**config.mk**
```make
export PLATFORM = sky130hd
export DESIGN_NAME = pha_cell
export DESIGN_NICKNAME = d
export VERILOG_FILES = /design/src/hw/rtl/pha_pkg.sv /design/src/hw/rtl/pha_cell.sv
export SDC_FILE = /design/constraint.sdc
export NUM_CORES = 1
export LEC_CHECK = 0
export ABC_AREA = 1
export BUFFER_PORTS_ARGS = -buffer_cell sky130_fd_sc_hd__clkbuf_2
export CAP_MARGIN = 20
export CORE_MARGIN = 2
export CORE_UTILIZATION = 45
export CTS_CLUSTER_DIAMETER = 60
export DETAILED_ROUTE_END_ITERATION = 8
export PLACE_DENSITY_LB_ADDON = 0.05
export SYNTH_ARGS = -nofsm -noshare
export SYNTH_HDL_FRONTEND = slang
export SYNTH_SLANG_ARGS = --single-unit
```
**constraint.sdc**
```tcl
create_clock -name clk_i -period 4.5 [get_ports clk_i]
set_clock_uncertainty 0.05 [all_clocks]
set_input_delay 0.225 -clock clk_i [delete_from_list [all_inputs] [get_ports clk_i]]
set_output_delay 0.225 -clock clk_i [all_outputs]
set_load 0.03 [all_outputs]
```
**src/hw/rtl/pha_pkg.sv**
```systemverilog
`default_nettype none
package pha_pkg;

  localparam int TABLE_DEPTH = 16;
  localparam int CNT_W       = 40;
  localparam int OUT_W       = 40;
  localparam int IDX_W       = (TABLE_DEPTH > 1) ? $clog2(TABLE_DEPTH) : 1;

  localparam logic [15:0] ETH_IPV4 = 16'h0800;

  localparam logic [1:0] REQ_PACKET = 2'd0;
  localparam logic [1:0] REQ_TICK   = 2'd1;
  localparam logic [1:0] REQ_WRITE  = 2'd2;

  typedef logic [CNT_W-1:0] cnt_t;
  typedef logic [OUT_W-1:0] out_cnt_t;

  // Everything one table slot holds.
  typedef struct packed {
    logic [31:0] addr;
    logic        valid;
    cnt_t        sent;
    cnt_t        recv;
  } cell_state_t;

  // Signals driven to every cell at once.
  typedef struct packed {
    logic        count_en;
    logic        shift;
    logic [31:0] src;
    logic [31:0] dst;
    logic [15:0] len;
    logic [31:0] wr_addr;
    logic        wr_valid;
  } cell_bcast_t;

  function automatic cnt_t sat_add(cnt_t acc, logic [15:0] len);
    logic [CNT_W:0] sum;
    sum = {1'b0, acc} + (CNT_W + 1)'(len);
    return sum[CNT_W] ? {CNT_W{1'b1}} : sum[CNT_W-1:0];
  endfunction

  // Clips a counter to the report field width.
  function automatic out_cnt_t clip_out(cnt_t v);
    logic [63:0] w;
    w = 64'(v);
    return (w > 64'({OUT_W{1'b1}})) ? {OUT_W{1'b1}} : w[OUT_W-1:0];
  endfunction

endpackage
`default_nettype wire

```
**src/hw/rtl/pha_cell.sv**
```systemverilog
`default_nettype none
module pha_cell (
  input  wire                       clk_i,
  input  wire                       rst_ni,
  input  wire pha_pkg::cell_bcast_t bcast_i,
  input  wire                       wr_sel_i,
  input  wire pha_pkg::cell_state_t nb_i,
  output pha_pkg::cell_state_t      state_o
);

  pha_pkg::cell_state_t st_q, st_d;

  always_comb begin
    st_d = st_q;
    if (bcast_i.shift) begin
      st_d = nb_i;
    end else if (wr_sel_i) begin
      st_d.addr  = bcast_i.wr_addr;
      st_d.valid = bcast_i.wr_valid;
      st_d.sent  = '0;
      st_d.recv  = '0;
    end else if (bcast_i.count_en && st_q.valid) begin
      if (st_q.addr == bcast_i.src) begin
        st_d.sent = pha_pkg::sat_add(st_q.sent, bcast_i.len);
      end
      if (st_q.addr == bcast_i.dst) begin
        st_d.recv = pha_pkg::sat_add(st_q.recv, bcast_i.len);
      end
    end
  end

  always_ff @(posedge clk_i or negedge rst_ni) begin
    if (!rst_ni) begin
      st_q <= '0;
    end else begin
      st_q <= st_d;
    end
  end

  assign state_o = st_q;

endmodule
`default_nettype wire
```
### Word-level counts from Yosys, hierarchy flattened

Index checks and enable logic that the tools add are counted.

| operators by class | value |
|---|---|
| $add $sub $neg | 2 |
| equal/unequal tests | 2 |
| muxes and demuxes | 8 |
| reductions and logical operators | 7 |

Operators with widths:

| cell | count |
|---|---|
| two-way mux 40 bit | 4 |
| two-way mux 80 bit | 2 |
| two-way mux 113 bit | 1 |
| adder 40 x 16 -> 41 bit | 2 |
| == test 32 bit | 2 |
| two-way mux 33 bit | 1 |
| nonzero test 3 bit | 3 |
| AND reduction 2 bit | 2 |
| nonzero test 2 bit | 1 |
| logical AND 1 bit | 1 |

| word-level totals | value |
|---|---|
| register bits | 113 |
| input port bits | 231 |
| logic and storage cells | 23 |

### Logic depth before layout (Yosys ltp)

| depth | value |
|---|---|
| depth after elaboration | 6 |
| gate-level depth with buffers | 16 |
| depth with buffers taken out | 15 |

### Worst setup path before layout

No wires, ideal clock.

| timing | value |
|---|---|
| kind | flip-flop to flip-flop |
| start point | register st_q (netlist bit state_o[0]) |
| end point | register st_q (netlist bit state_o[23]) |
| library setup time | 0.118 ns |
| arrival time | 2.146 ns |
| data required time | 4.332 ns |
| setup slack | 2.186 ns |
| cell stages (with the launch flop) | 16 |
| path buffers | 1 |
| path through | dfrtp_1 -> ha_1 -> fa_1 -> nand3_1 -> nand3_2 -> nand2_1 -> nand3_2 -> nand2_1 -> nand2_2 -> nand3_2 -> buf_6 -> nand2_1 -> nand2_1 -> nand2_1 -> nand2_1 -> nand2_1 |

| on the way | value |
|---|---|
| cells in the longest elaborated chain, start to end | 6 |

Ends and longest elaborated chain:

| what | line | RTL |
|---|---|---|
| from (decl) | pha_cell.sv:11 | `pha_pkg::cell_state_t st_q, st_d;` |
| from (signal assigned) | pha_cell.sv:36 | `st_q <= st_d;` |
| adder 40 x 16 -> 41 bit | pha_pkg.sv:39 | `sum = {1'b0, acc} + (CNT_W + 1)'(len);` |
| two-way mux 40 bit | pha_pkg.sv:40 | `return sum[CNT_W] ? {CNT_W{1'b1}} : sum[CNT_W-1:0];` |
| two-way mux 40 bit | pha_cell.sv:26 | `if (st_q.addr == bcast_i.dst) begin` |
| two-way mux 80 bit | pha_cell.sv:22 | `end else if (bcast_i.count_en && st_q.valid) begin` |
| two-way mux 80 bit | pha_cell.sv:17 | `end else if (wr_sel_i) begin` |
| two-way mux 113 bit | pha_cell.sv:15 | `if (bcast_i.shift) begin` |

Every way passes these cells. The select of a mux whose other input is x is not followed.
A chain may end at the register's enable or synchronous reset.

### Worst setup path in the final report

| timing | value |
|---|---|
| start point | register st_q (netlist bit state_o[87]) |
| end point | register st_q (netlist bit state_o[13]) |

| on the way | value |
|---|---|
| cells in the longest elaborated chain, start to end | 3 |

Ends and longest elaborated chain:

| what | line |
|---|---|
| == test 32 bit | pha_cell.sv:26 |
| nonzero test 3 bit (no source line) | -- |
| AND reduction 2 bit (no source line) | -- |

Every way passes these cells.

==> results.json <==
{
  "status": "finished clean",
  "core-area_mm2": 0.0241,
  "synth-seq-area-share": 0.258,
  "largest_reg_flops": 113,
  "drive_gt1_frac": 0.199,
  "drv_slew": 0,
  "final-seq-area_mm2": 0.00283,
  "tritoncts": "built",
  "critPathCapture": "state_o[13]$_DFFE_PN0P_",
  "synth_edf_count": 0,
  "num_io_pins": 344,
  "first_pass_iters": 6,
  "rows": 57,
  "overflow": 0,
  "wirelength_um": 43000,
  "yosysTopAreaCellShare": 0.258,
  "fp.dieH_um": 160,
  "clk_pin_slew_worst_paths_ns": 0.07,
  "grt_pass1_wl_um": 67700,
  "n_fill_cell": 2562,
  "area_delta_synth_final_pct": 26.6,
  "finalHoldViolations": 0,
  "syn_nets": 2094,
  "crit_fanout": 45,
  "ys_warn_count": 0,
  "synth.area.top_cells": "dfrtp_1 26%, nand2_1 25%, nand3_1 8.6%",
  "hpwl_um": 34000,
  "cts_sinks": 113,
  "via_per_inst": 5.26,
  "period_minus_slack_ns": 3.00,
  "fin_cells": 2521,
  "grt_max_degree": 76,
  "htree_levels": 4,
  "grt_pass1_vias": 12773,
  "portBuffers": 343,
  "cts_inserted_buffers": 17,
  "pre_cts_ws_ns": 1.58,
  "period_share": 0.666,
  "async_flop_share": 1.00,
  "place_inst": 2447,
  "cts_root_buf": "clkbuf_16",
  "post-synth-top-count-cell": "nand2_1",
  "hp-class": "input pin to register",
  "crit_type": "register to register",
  "fin_tns_setup_ns": 0,
  "p_per_area_mw_per_mm2": 322,
  "arrival_ns": 3.27,
  "cp-start-kind": "register",
  "syn_avg_cell_area_um2": 6.00,
  "antenna_left": 0,
  "slew_headroom": 0.503,
  "synthCells": 1829,
  "total_leakage_power_nw": 7.68,
  "antenna_found_initial": 2,
  "dieArea_mm2": 0.0257,
  "fmax_mhz": 334,
  "grt_use_total": 0.333,
  "syn_area_mm2": 0.0110,
  "reg2reg_slack_ns": 1.50,
  "avgRoutedWirePerCell_um": 17.0,
  "final_util": 0.576,
  "clock_insertion_delay_worst_skew_ns": 0.44,
  "rsz0062_at_grt": "false",
  "fin_nets": 2449,
  "worst_r2r_path_depth": 10,
  "tightest_slew_ns": 0.746,
  "ir_worst_vdd_mv": 0.148,
  "rr_endpoint": "state_o[13]$_DFFE_PN0P_",
  "cp.required_ns": 4.77,
  "r2r_start": "state_o[87]$_DFFE_PN0N_",
  "worst_slack_ns": 1.50,
  "yosys.area.top_type": "dfrtp_1",
  "synth_commonest_cells": "736 x nand2_1, 217 x inv_1, 189 x nand3_1",
  "dieWidth_um": 160,
  "drc": 0,
  "end_kind": "register",
  "via_count": 13270,
  "start_util": 0.455,
  "gp_congestion": 1.01,
  "antennaDiodeCount": 0,
  "synth_cell_types": 42,
  "clockBufferDepth": 2,
  "crit_start": "state_o[87]$_DFFE_PN0N_",
  "cap_violations": 0,
  "ys_ff_latch": 113,
  "drt-initial-drc-count": 1134,
  "multi_input_area_mm2": 0.00698,
  "setup_viol": 0,
  "synth-main-ff-cell": "dfrtp_1",
  "cts_setup_buffers": 0
}
[timing repair]
action | CTS | global route
hold endpoints to repair | 71 | 0
hold buffers | 41 | 0
gates resized for setup | 0 | 0
[critical path: stages (launching register included)]
cell and delay [ns]:
dfrtp_1 0.46, xnor2_1 0.29, nand3_1 0.11, nor2_1 0.21
nand2_1 0.16, nor2_4 0.21, nand3_2 0.40, nand2_4 0.57
inv_2 0.23, nand2_1 0.12, nand2_1 0.05
[per-stage QoR]
step,hold slack [ns],cell area [um2],power (mW)
floorplan,-0.121,11000,2.37
global placement,0.246,12800,2.92
detailed placement,0.249,12800,2.94
CTS,0.00123,13900,4.47
global route,0.0148,13900,4.72
finish,0.000677,13900,4.47
[power breakdown]
part           leakage [nW]  total (mW)  internal [mW]  switching (mW)
clock network         0.300        1.50          0.891           0.608
registers              1.39        1.31           1.13           0.182
logic                  5.99        1.66          0.572            1.09
total                  7.68        4.47           2.59            1.88
[layout make-up]
type | instances | share of cell area
clock buffers | 17 | 0.0306
inverters | 231 | 0.0624
flip-flops and latches | 113 | 0.203
multi-input cells | 1430 | 0.502
well taps | 324 | 0.0292
clock inverters | 15 | 0.0142
repair buffers | 391 | 0.158
[worst min-delay path by stage]
stage / start / cells after the start / end
floorplan: rst_ni / 0 / state_o[0]$_DFFE_PN0P_
global placement: rst_ni / 1 / state_o[43]$_DFFE_PN0P_
detailed placement: rst_ni / 1 / state_o[43]$_DFFE_PN0P_
CTS: nb_i[107] / 3 / state_o[107]$_DFFE_PN0N_
global route: nb_i[107] / 3 / state_o[107]$_DFFE_PN0N_
finish: nb_i[107] / 3 / state_o[107]$_DFFE_PN0N_
[layer usage]
metal	vias up	GRT usage	wire, um
met4	4	0.140	1590
met1	6078	0.420	17800
li1	6531	-	-
met2	554	0.568	20500
met5	-	0	27
met3	103	0.0519	3070
[logic make-up after synthesis]
logic type | count (synthesis) | synth area share
and+or+nand+nor | 1167 | 0.456
xor gates and xnor gates | 53 | 0.0423
buffers and inverters | 286 | 0.106
DFF | 113 | 0.258
AOI/OAI and AO/OA | 176 | 0.0979
adders and majority gates | 34 | 0.0401
[placed cells by master (no fill, tap or decap), types with 8 or more instances in the layout]
cell           count
a21boi_0          25
a21oi_1           53
buf_4              8
clkbuf_16         17
clkbuf_2         341
dfrtp_1          113
dlygate4sd3_1     41
ha_1              32
inv_1            217
inv_2             13
nand2_1          736
nand3_1          189
nand3_2            9
nand3b_1          14
nand4_1           33
nor2_1           126
nor2_2            13
nor3_1            14
o211ai_1          27
o21a_1            13
o21ai_0           34
o21ai_1           11
xnor2_1           35
xor2_1            18
Power figures use the tool's default switching activity.
